<file path="config.mk">
export PLATFORM = sky130hd
export DESIGN_NAME = hcbp_fifo
export DESIGN_NICKNAME = d
export VERILOG_FILES = /design/src/hcbp_pkg.sv /design/src/hcbp_fifo.sv
export SDC_FILE = /design/constraint.sdc
export NUM_CORES = 1
export LEC_CHECK = 0
export BUFFER_PORTS_ARGS = -buffer_cell sky130_fd_sc_hd__buf_4
export CAP_MARGIN = 20
export CORE_ASPECT_RATIO = 0.7
export CORE_MARGIN = 2
export CORE_UTILIZATION = 56
export CTS_BUF_LIST = sky130_fd_sc_hd__clkbuf_16
export DETAILED_ROUTE_END_ITERATION = 10
export PLACE_DENSITY = 0.81
export SYNTH_ARGS = -nofsm -noshare
export SYNTH_HDL_FRONTEND = slang
export SYNTH_SLANG_ARGS = --single-unit
</file>
<file path="constraint.sdc">
create_clock -name clk -period 1.82 [get_ports clk]
set_input_delay 0.364 -clock clk [delete_from_list [all_inputs] [get_ports clk]]
set_output_delay 0.364 -clock clk [all_outputs]
set_load 0.005 [all_outputs]
</file>
<file path="src/hcbp_pkg.sv">
// shared types and constants of the huffman code bit packer
package hcbp_pkg;

  localparam int MAX_CODE_LEN  = 24;
  localparam int ALPHABET_SIZE = 256;
  localparam int CODE_W        = 24;
  localparam int SYM_W         = 8;
  localparam int LEN_W         = 5;
  localparam int CMD_W         = 2;
  localparam int BYTE_W        = 8;
  localparam int LEN_LIM       = (MAX_CODE_LEN < CODE_W) ? MAX_CODE_LEN : CODE_W;
  localparam int SR_W          = CODE_W + BYTE_W;
  localparam int TOT_W         = $clog2(SR_W);
  localparam int FIFO_DEPTH    = 4;
  localparam int FIFO_AW       = $clog2(FIFO_DEPTH);

  typedef enum logic [CMD_W-1:0] {
    CMD_WRITE  = 2'd0,
    CMD_ENCODE = 2'd1,
    CMD_FLUSH  = 2'd2
  } hcbp_cmd_t;

  typedef struct packed {
    logic              flush;
    logic [CODE_W-1:0] code_al;
    logic [LEN_W-1:0]  len;
  } hcbp_entry_t;

endpackage

</file>
<file path="src/hcbp_fifo.sv">
// short queue between the front end and the bit packer
module hcbp_fifo import hcbp_pkg::*; (
  input  logic        clk,
  input  logic        rst_n,
  input  logic        push,
  input  hcbp_entry_t push_data,
  input  logic        pop,
  output hcbp_entry_t pop_data,
  output logic        full,
  output logic        empty
);

  hcbp_entry_t        ent_r [FIFO_DEPTH];
  logic [FIFO_AW-1:0] wr_ptr_r, wr_ptr_nxt;
  logic [FIFO_AW-1:0] rd_ptr_r, rd_ptr_nxt;
  logic [FIFO_AW:0]   cnt_r, cnt_nxt;

  assign full     = (cnt_r == (FIFO_AW+1)'(FIFO_DEPTH));
  assign empty    = (cnt_r == '0);
  assign pop_data = ent_r[rd_ptr_r];

  always_comb begin
    wr_ptr_nxt = push ? wr_ptr_r + FIFO_AW'(1) : wr_ptr_r;
    rd_ptr_nxt = pop ? rd_ptr_r + FIFO_AW'(1) : rd_ptr_r;
    cnt_nxt    = cnt_r + (FIFO_AW+1)'(push) - (FIFO_AW+1)'(pop);
  end

  always_ff @(posedge clk) begin
    if (push) ent_r[wr_ptr_r] <= push_data;
  end

  always_ff @(posedge clk) begin
    if (!rst_n) begin
      wr_ptr_r <= '0;
      rd_ptr_r <= '0;
      cnt_r    <= '0;
    end else begin
      wr_ptr_r <= wr_ptr_nxt;
      rd_ptr_r <= rd_ptr_nxt;
      cnt_r    <= cnt_nxt;
    end
  end

endmodule

</file>
==> flow_metrics.env <==
export IMPL_first_global_vias=2376
export IMPL_clock_skew_ns=0.00512
export IMPL_period_share=1.10
export IMPL_antenna_found_initial=0
export IMPL_yosys_area_share_adder=0.0199
export IMPL_rsz0062_at_grt="true"
export IMPL_finalMaxSlewViolations=0
export IMPL_tightest_slew_ns=0.838
export IMPL_critical_path_class="reg -> out"
export IMPL_hold_viol_final=0
export IMPL_hp_class="in -> reg"
export IMPL_synth_compound_area_share=0.00315
export IMPL_place_area_um2=5450
export IMPL_fin_area_um2=6060
export IMPL_status="finished, violations left"
export IMPL_sw_frac_of_total=0.217
export IMPL_timing_fmax_mhz=497
export IMPL_syn_area_um2=4770
export IMPL_cts_hold_fix_buffers=0
export IMPL_pwr_share_seq=0.486
export IMPL_maxSlewHeadroom=0.441
export IMPL_clock_sinks=129
export IMPL_cp_slowest_stage_delay_ns=0.55
export IMPL_area_delta_synth_final_pct=26.9
export IMPL_worstPathCellList="buf_12, mux4_2, buf_6"
export IMPL_gp_congestion=0.737
export IMPL_mostFrequentLayoutCell="edfxtp_1"
export IMPL_avgSynthCellArea_um2=24.0
export IMPL_synthSimpleGateAreaFrac=0.0157
export IMPL_h_tree_depth=4
export IMPL_io_pins=66
export IMPL_wl_per_cell_um=20.1
export IMPL_drv_cap=0
export IMPL_dr_total_vias=2186
export IMPL_cp_num_buf_inv=2
export IMPL_start_util=0.570
export IMPL_syn_num_nets=240
export IMPL_dieWidth_um=114
export IMPL_power_frac_clock=0.402
export IMPL_p_per_area_nw_per_um2=1180
export IMPL_rrSetupSlack_ns=0.15
export IMPL_cp_slowest_cell="mux4_2"
export IMPL_port_buffers=65
export IMPL_start_kind="register"
export IMPL_combPwrFrac=0.113
export IMPL_fillers=493
export IMPL_vias_per_cell=5.42
export IMPL_crit_arrival_ns=1.65
export IMPL_drt_iter0_drc=129
export IMPL_fin_tns_setup_ns=-4.65
export IMPL_cts_tree="built"
export IMPL_nets=326
export IMPL_cts_buffer_depth=2
export IMPL_seq_area_frac_synth=0.793
export IMPL_cp_max_fo=14
export IMPL_synth_top_family_by_area="multiplexers"
export IMPL_core_area_um2=8370
export IMPL_num_antenna_cells=0
export IMPL_cts_buffers=17
export IMPL_synth_cell_types=18
export IMPL_grt_overflow=0
export IMPL_yosys_warnings=0
export IMPL_drive_above_1_share=0.463
export IMPL_wirelength_um=8090
export IMPL_syn_inst=199
export IMPL_drc=0
export IMPL_ant_nets=0
export IMPL_violations="setup timing"
export IMPL_grt_max_degree=31
export IMPL_hold_worst_slack_ns=0.161
export IMPL_clkTransAtPathRegs_ns=0.06
export IMPL_first_pass_iters=4
export IMPL_crit_family="multiplexers"
export IMPL_place_hpwl_um=4760
export IMPL_vdd_drop_max_mv=0.904
export IMPL_synthXorXnorAreaFrac=0.00865
export IMPL_clock_latency_ns=0.40
export IMPL_power_internal_uw=5590
export IMPL_final_cell_mix="edfxtp_1 (120), buf_4 (43), mux4_2 (30)"
export IMPL_die_h_um=81.2
export IMPL_ys_ff_latch=129
export IMPL_cts_root_buf="clkbuf_16"
export IMPL_post_cts_buffers=0
export IMPL_grt_pass1_wl_um=12400
export IMPL_end_kind="primary output"
export IMPL_grt_usage=0.193
export IMPL_setup_viol=30
export IMPL_leakage_uw=0.00213
export IMPL_worstPathRequired_ns=1.46
export IMPL_min_period_ns=2.01
export IMPL_p_switching_uw=1550
export IMPL_fin_ws_ns=-0.190
export IMPL_row_count=28
export IMPL_dieArea_um2=9290
export IMPL_synth_mux_area_frac=0.144
## final timing paths
| kind | end | from | cells after the start |
|---|---|---|---|
| max reg2reg | ent_r[2][18] | wr_ptr_r[0] | 3 |
| min | ent_r[0][5] | push_data[5] | 1 |
| max | pop_data[9] | register | 3 |
| min reg2reg | rd_ptr_r[1] | rd_ptr_r[1] | 2 |
## sequential cells by signal, indices dropped and copies added (netlist names), named ones only
signal,cells
ent_r,120
wr_ptr_r,2
cnt_r,3
rd_ptr_r,2
## repair_timing
item | in CTS | in global routing
cloned | 0 | 0
pin swaps | 0 | 2
endpoints found under the setup margin | 30 | 31
gates resized for setup | 28 | 1
## cell families after synthesis
kind of cell,count (synthesis)
AOI/OAI and AO/OA,2
xor gates and xnor gates,3
adders and majority gates,7
buffers and inverters,13
DFF,129
muxes,31
and+or+nand+nor,14
## power groups by stage
stage          logic, uW  clock network, uW  registers, uW
2_1_floorplan        388                  0           3510
3_3_place_gp         718                  0           3520
3_5_place_dp         744                  0           3530
4_1_cts              818               2900           3470
5_1_grt              874               3030           3480
6_report             805               2870           3470
## through the flow
step | worst slack (ns) | util | total power [uW] | instances
final | -0.190 | 0.723 | 7140 | 403
after CTS | -0.210 | 0.723 | 7190 | 403
after global placement | -0.00561 | 0.650 | 4240 | 371
after global routing | -0.245 | 0.723 | 7390 | 403
after detailed placement | -0.0632 | 0.650 | 4270 | 371
after floorplan | 0.135 | - | 3900 | 199
## final cells by class
| cell class | instances | area (um2) | area share |
|---|---|---|---|
| Sequential cell | 129 | 3790 | 0.626 |
| Clock buffer | 17 | 425 | 0.0702 |
| Inverter | 7 | 26.3 | 0.00434 |
| Multi-Input combinational cell | 57 | 917 | 0.151 |
| Timing Repair Buffer | 73 | 687 | 0.113 |
| Clock inverter | 15 | 80.1 | 0.0132 |
| Tap cell | 105 | 131 | 0.0217 |
## cells in the mapped netlist, drive strengths merged
cell type  number  area, um2
inv             7       26.3
fa              1       20.0
nor3            1       5.00
nand3b          1       7.51
buf             6       48.8
ha              6       75.1
and3            1       6.26
a21bo           1       10.0
nor2            5       18.8
and2            6       37.5
dfxtp           9        180
edfxtp        120       3600
xor3            1       23.8
xnor2           2       17.5
mux4           30        676
a21oi           1       5.00
mux2i           1       10.0
## metal layers
layer | vias to the layer above | share of wire | GRT usage | wire [um]
li1 | 997 | - | - | -
met1 | 1113 | 0.44 | 0.241 | 3530
met2 | 64 | 0.50 | 0.318 | 4080
met3 | 12 | 0.046 | 0.0619 | 375
met4 | 0 | 0.012 | 0.0805 | 101
met5 | - | 0 | 0 | 0
Note: power is estimated with default switching activity, not from simulation.
