[src/hcbp_pkg.sv]
// shared types and constants of the huffman code bit packer
package hcbp_pkg;

  localparam int MAX_CODE_LEN  = 24;
  localparam int ALPHABET_SIZE = 256;
  localparam int CODE_W        = 24;
  localparam int SYM_W         = 8;
  localparam int LEN_W         = 5;
  localparam int CMD_W         = 2;
  localparam int BYTE_W        = 8;
  localparam int LEN_LIM       = (MAX_CODE_LEN < CODE_W) ? MAX_CODE_LEN : CODE_W;
  localparam int SR_W          = CODE_W + BYTE_W;
  localparam int TOT_W         = $clog2(SR_W);
  localparam int FIFO_DEPTH    = 4;
  localparam int FIFO_AW       = $clog2(FIFO_DEPTH);

  typedef enum logic [CMD_W-1:0] {
    CMD_WRITE  = 2'd0,
    CMD_ENCODE = 2'd1,
    CMD_FLUSH  = 2'd2
  } hcbp_cmd_t;

  typedef struct packed {
    logic              flush;
    logic [CODE_W-1:0] code_al;
    logic [LEN_W-1:0]  len;
  } hcbp_entry_t;

endpackage

[src/hcbp_if.sv]


interface hcbp_out_if import hcbp_pkg::*; ();
  logic              valid;
  logic              ready;
  logic [BYTE_W-1:0] out_byte;
  logic              last;

  modport source (output valid, output out_byte, output last, input ready);
  modport sink (input valid, input out_byte, input last, output ready);
endinterface

[src/hcbp_back.sv]
// back end: msb-first bit accumulator and output byte register
module hcbp_back import hcbp_pkg::*; (
  input  logic        clk,
  input  logic        rst_n,
  input  hcbp_entry_t pop_data,
  input  logic        empty,
  output logic        pop,
  hcbp_out_if.source  out_ch
);

  logic [SR_W-1:0]   sr_r, sr_nxt;
  logic [TOT_W-1:0]  tot_r, tot_nxt;
  logic              out_valid_r;
  logic [BYTE_W-1:0] out_byte_r;
  logic              out_last_r;

  logic              slot_free;
  logic              emit;
  logic [BYTE_W-1:0] emit_byte;
  logic              emit_last;
  logic [SR_W-1:0]   merged;
  logic [TOT_W-1:0]  new_tot;
  logic [TOT_W-1:0]  rem;

  assign slot_free = !out_valid_r || out_ch.ready;

  always_comb begin
    merged = sr_r | ({pop_data.code_al, BYTE_W'(0)} >> tot_r);
    new_tot = tot_r + TOT_W'(pop_data.len);
    rem = '0;
    emit = 1'b0;
    pop = 1'b0;
    emit_byte = sr_r[SR_W-1 -: BYTE_W];
    emit_last = 1'b0;
    sr_nxt = sr_r;
    tot_nxt = tot_r;
    if (tot_r >= TOT_W'(BYTE_W)) begin
      // drain whole bytes left from the previous symbol
      if (slot_free) begin
        rem       = tot_r - TOT_W'(BYTE_W);
        emit      = 1'b1;
        emit_last = (rem < TOT_W'(BYTE_W));
        sr_nxt    = sr_r << BYTE_W;
        tot_nxt   = rem;
      end
    end else if (!empty) begin
      if (pop_data.flush) begin
        if (tot_r == '0) begin
          pop = 1'b1;
        end else if (slot_free) begin
          pop       = 1'b1;
          emit      = 1'b1;
          emit_last = 1'b1;
          sr_nxt    = '0;
          tot_nxt   = '0;
        end
      end else begin
        pop = 1'b1;
        if (new_tot >= TOT_W'(BYTE_W) && slot_free) begin
          rem       = new_tot - TOT_W'(BYTE_W);
          emit      = 1'b1;
          emit_byte = merged[SR_W-1 -: BYTE_W];
          emit_last = (rem < TOT_W'(BYTE_W));
          sr_nxt    = merged << BYTE_W;
          tot_nxt   = rem;
        end else begin
          sr_nxt  = merged;
          tot_nxt = new_tot;
        end
      end
    end
  end

  always_ff @(posedge clk) begin
    if (!rst_n) begin
      sr_r        <= '0;
      tot_r       <= '0;
      out_valid_r <= 1'b0;
    end else begin
      sr_r  <= sr_nxt;
      tot_r <= tot_nxt;
      if (emit) out_valid_r <= 1'b1;
      else if (out_ch.ready) out_valid_r <= 1'b0;
    end
  end

  always_ff @(posedge clk) begin
    if (emit) begin
      out_byte_r <= emit_byte;
      out_last_r <= emit_last;
    end
  end

  assign out_ch.valid    = out_valid_r;
  assign out_ch.out_byte = out_byte_r;
  assign out_ch.last     = out_last_r;

endmodule

[src/flat_wrapper.sv]
// flat-port wrapper written by rule: the top's interface ports become plain ports
module hcbp_back_flat import hcbp_pkg::*;
  (clk, rst_n, pop_data, empty, pop, out_ch_valid, out_ch_out_byte, out_ch_last, out_ch_ready);
  hcbp_out_if out_ch_i ();
  input  logic clk;
  input  logic rst_n;
  input  hcbp_entry_t pop_data;
  input  logic empty;
  output logic pop;
  output wire logic [$bits(out_ch_i.valid)-1:0] out_ch_valid;
  output wire logic [$bits(out_ch_i.out_byte)-1:0] out_ch_out_byte;
  output wire logic [$bits(out_ch_i.last)-1:0] out_ch_last;
  input wire logic [$bits(out_ch_i.ready)-1:0] out_ch_ready;
  assign out_ch_valid = out_ch_i.valid;
  assign out_ch_out_byte = out_ch_i.out_byte;
  assign out_ch_last = out_ch_i.last;
  assign out_ch_i.ready = out_ch_ready;
  hcbp_back u_core (.clk(clk), .rst_n(rst_n), .pop_data(pop_data), .empty(empty), .pop(pop), .out_ch(out_ch_i));
endmodule
[config.mk]
export PLATFORM = sky130hd
export DESIGN_NAME = hcbp_back_flat
export DESIGN_NICKNAME = d
export VERILOG_FILES = /design/src/hcbp_pkg.sv /design/src/hcbp_if.sv /design/src/hcbp_back.sv /design/src/flat_wrapper.sv
export SDC_FILE = /design/constraint.sdc
export NUM_CORES = 1
export LEC_CHECK = 0
export BUFFER_PORTS_ARGS = -buffer_cell sky130_fd_sc_hd__buf_2
export CORE_ASPECT_RATIO = 1.25
export CORE_UTILIZATION = 49
export CTS_CLUSTER_DIAMETER = 50
export DETAILED_ROUTE_END_ITERATION = 6
export PLACE_DENSITY = 0.79
export SLEW_MARGIN = 15
export SYNTH_ARGS = -nofsm -noshare
export SYNTH_HDL_FRONTEND = slang
export SYNTH_SLANG_ARGS = --single-unit
[constraint.sdc]
create_clock -name clk -period 3.1 [get_ports clk]
set_input_delay 0.31 -clock clk [delete_from_list [all_inputs] [get_ports clk]]
set_output_delay 0.31 -clock clk [all_outputs]
set_load 0.1 [all_outputs]
==> metrics.md <==
| Metric | Value |
|---|---|
| Post-synth top cells | 48 x nor2_1, 40 x nand2_1, 38 x dfxtp_1, 32 x a21oi_1, 26 x mux2i_1 |
| CTS tree | done |
| First drt pass iteration count | 7 |
| Mapped Cells | 477 |
| Leakage | 1.771 nW |
| Clk pwr share | 0.079 |
| Worst Skew | between 0.01 and 0.015 ns |
| Synth top area share | 0.1819 |
| WHS Path Cells | 4 |
| Comb pwr share | 0.712 |
| # nets final | around 570 |
| RSZ-0062 raised after global routing | true |
| Dpl cells | 614 |
| Drt initial violations | ~550 |
| DP HPWL | roughly 10 mm |
| Core footprint | approximately 8200 um2 |
| Sequential element share of the synthesized area | 0.2466 |
| EDFF count, synth | 9 |
| Crit Path Category | flop to flop |
| Rows | 37 |
| DIE AREA | 8909 um2 |
| Die height | between 100 and 150 um |
| Crit end category | flop |
| Initial antenna violation count | 0 |
| Net Sw Frac | 0.5413 |
| FMAX | 335.9 MHz |
| Setup TNS | 0 ns |
| Failing checks | DRC |
| TritonCTS Buffers | 5 |
| Final Critical Period | just under 3 ns |
| Reg-to-reg slack, setup | about 0.12 ns |
| Initial core utilization | 0.5074 |
| Post-synth ARST share | 0 |
| Post-DR wirelength/cell | ~23 um |
| Most used DFF post-synth | dfxtp_1 |
| Die Wd | about 85 um |
| VDD IR max | 0.2778 mV |
| Internal power | 2.143 mW |
| Io pins | 45 |
| Routed vias | roughly 4500 |
| Layout cells sized above 1 | 0.2438 |
| Clk_lat worst skew | between 0.3 and 0.4 ns |
| Psw | between 2 and 3 mW |
| Synth Warn # | 0 |
| CP Max Fanout | 10 |
| Number of buffers added on ports | 44 |
| GR Util All Layers | 0.3208 |
| Worst hold path class | primary input to flop |
| Fin crit share | 0.9602 |
| Clock Path Buffers | 2 |
| Design Power | around 4.7 mW |
| Worst R2R End | u_core.sr_r[15]$_SDFFE_PN0P_ |
| N_diodes | 0 |
| Slew margin rel. | 0.5238 |
| Sequential Power Share | 0.208 |
| Routed WL | 14.04 mm |
| Worst R2R Start | u_core.tot_r[0]$_SDFFE_PN0P_ |
| Dominant cells by area after synthesis | dfxtp_1 18%, mux4_2 12%, edfxtp_1 6.5% |
| Post-Syn Area | roughly 4200 um2 |
| Layout area overhead | 13.55% |
| Crit path DAT | approximately 3.2 ns |
| Syn_nets | around 520 |
| Status | finished with violations |
| ANT nets after route | 0 |
| Slew Limit Fails | 0 |
| Largest net degree at the start of global routing | 47 |
| DRC | 4 |
| Core Util, Final | 0.5762 |
| Required time worst endpoint | approximately 3.4 ns |
| Worst-Margin Slew | 0.7135 ns |
| Vias in the first global route | ~4100 |
| Pre-CTS setup slack | -0.1811 ns |
| Fin worst setup slack | 0.1233 ns |
| Maxcap violations | 0 |
| CTS sink cnt | 47 |
| Via density | 7.193 |
| Crit path capture | u_core.sr_r[15]$_SDFFE_PN0P_ |
| PD cells | about 1000 nW/um2 |
| Worst r2r path cells | 13 |
| Fin. Hold Viols | 0 |
| Global-route wire length before repair | 22.20 mm |
| Root buf cell | clkbuf_8 |
| Synth Area per Inst | between 8 and 9 um2 |
| Yosys cell types | 65 |
| Setup crit start | u_core.tot_r[0]$_SDFFE_PN0P_ |
| H-Tree Depth | 2 |
| Synth area leader | dfxtp_1 |
| Non-Filler Instances | between 600 and 700 |
| Critical Path Source Type | flop |
| Clock slew at reported path FFs | 0.09 ns |
| Synthesis-stage register bit count | 47 |
| Grt total ovfl | 0 |
| Most common cell in the netlist | nor2_1 |
| Final setup vio count | 0 |
| Gpl congestion | approximately 0.95 |
registers in the layout, indices dropped and copies added, names as in the netlist:
| name | flops |
|---|---|
| u_core.sr_r | 32 |
| u_core.out_ch.valid | 1 |
| u_core.out_ch.out_byte | 8 |
| u_core.tot_r | 5 |
| u_core.out_ch.last | 1 |
critical path, cell delays in order, from the launching register on:
cell and delay [ns]:
dfxtp_2 0.33, ha_1 0.20, fa_1 0.39, a21o_1 0.17, a21oi_1 0.17, xnor2_1 0.12
ha_1 0.23, buf_4 0.15, or3_1 0.41, buf_4 0.20, nor2_1 0.12, buf_6 0.16
o21ai_0 0.11, a21oi_1 0.16
cells by family (layout without fill, tap and decap cells):
kind of cell | after synthesis | count (layout) | share of synthesized area
compound gates | 168 | 168 | 0.2882
xor+xnor | 5 | 5 | 0.01047
fa+ha+maj | 10 | 10 | 0.03172
buf+inv | 43 | 91 | 0.04757
flops | 47 | 47 | 0.2466
mux | 59 | 59 | 0.2130
simple gates | 145 | 145 | 0.1625
layout make-up:
type / count / area [um2]
Clock buffer: 8 / 80.08
Fill cell: 745 / 3492
Inverter: 5 / 18.77
Multi-Input combinational cell: 387 / 2988
Sequential cell: 47 / 1033
Tap cell: 97 / 121.4
Timing Repair Buffer: 78 / 506.7
placed cells by master (no fill, tap or decap), drive strengths merged, types with 5 or more instances in the layout:
cell	count
buf	78
nor2	48
nand2	40
dfxtp	38
a21oi	32
o21ai	28
mux2i	26
mux4	23
a221oi	16
nand3	13
nor3	12
a22oi	11
mux2	10
ha	9
edfxtp	9
a31oi	8
a21o	8
clkbuf	8
nand2b	7
o221ai	6
xnor2	5
a211oi	5
and3	5
o211ai	5
inv	5
worst min-delay path by stage:
stage	start	end	slack, ns
detailed placement	u_core.sr_r[26]$_SDFFE_PN0P_	u_core.sr_r[26]$_SDFFE_PN0P_	0.45
finish	pop_data[0]	u_core.tot_r[0]$_SDFFE_PN0P_	0.40
CTS	pop_data[0]	u_core.tot_r[0]$_SDFFE_PN0P_	0.41
floorplan	u_core.sr_r[26]$_SDFFE_PN0P_	u_core.sr_r[26]$_SDFFE_PN0P_	0.43
global route	pop_data[28]	u_core.out_ch.out_byte[7]$_DFFE_PP_	0.42
global placement	u_core.sr_r[26]$_SDFFE_PN0P_	u_core.sr_r[26]$_SDFFE_PN0P_	0.45
per-layer routing:
metal | up-vias | routed length, um | track usage
met1 | 2096 | 5368 | 0.4124
li1 | 1986 | - | -
met2 | 330 | 6659 | 0.5250
met5 | - | 0 | 0
met3 | 62 | 1347 | 0.04150
met4 | 0 | 662 | 0.1707
stage by stage:
stage                     cell area (um2)  hold WS [ns]
after floorplan                      4187        0.4321
after global placement               4641        0.4469
after detailed placement             4641        0.4542
after CTS                            4727        0.4092
after global routing                 4748        0.4245
final                                4748        0.3963
power by group through the flow:
stage	registers (mW)	logic, mW	clock network (mW)
6_report	0.974	3.33	0.371
5_1_grt	0.991	3.52	0.398
3_5_place_dp	0.977	3.20	0
3_3_place_gp	0.974	3.16	0
2_1_floorplan	1.41	1.81	0
4_1_cts	0.967	3.21	0.373
what timing repair did:
action,in CTS,in global routing
hold buffers,0,0
setup buffers,0,0
resized for setup,2,4
setup endpoints to repair,5,4
pin swaps,0,1
(Power assumes the default switching activity.)
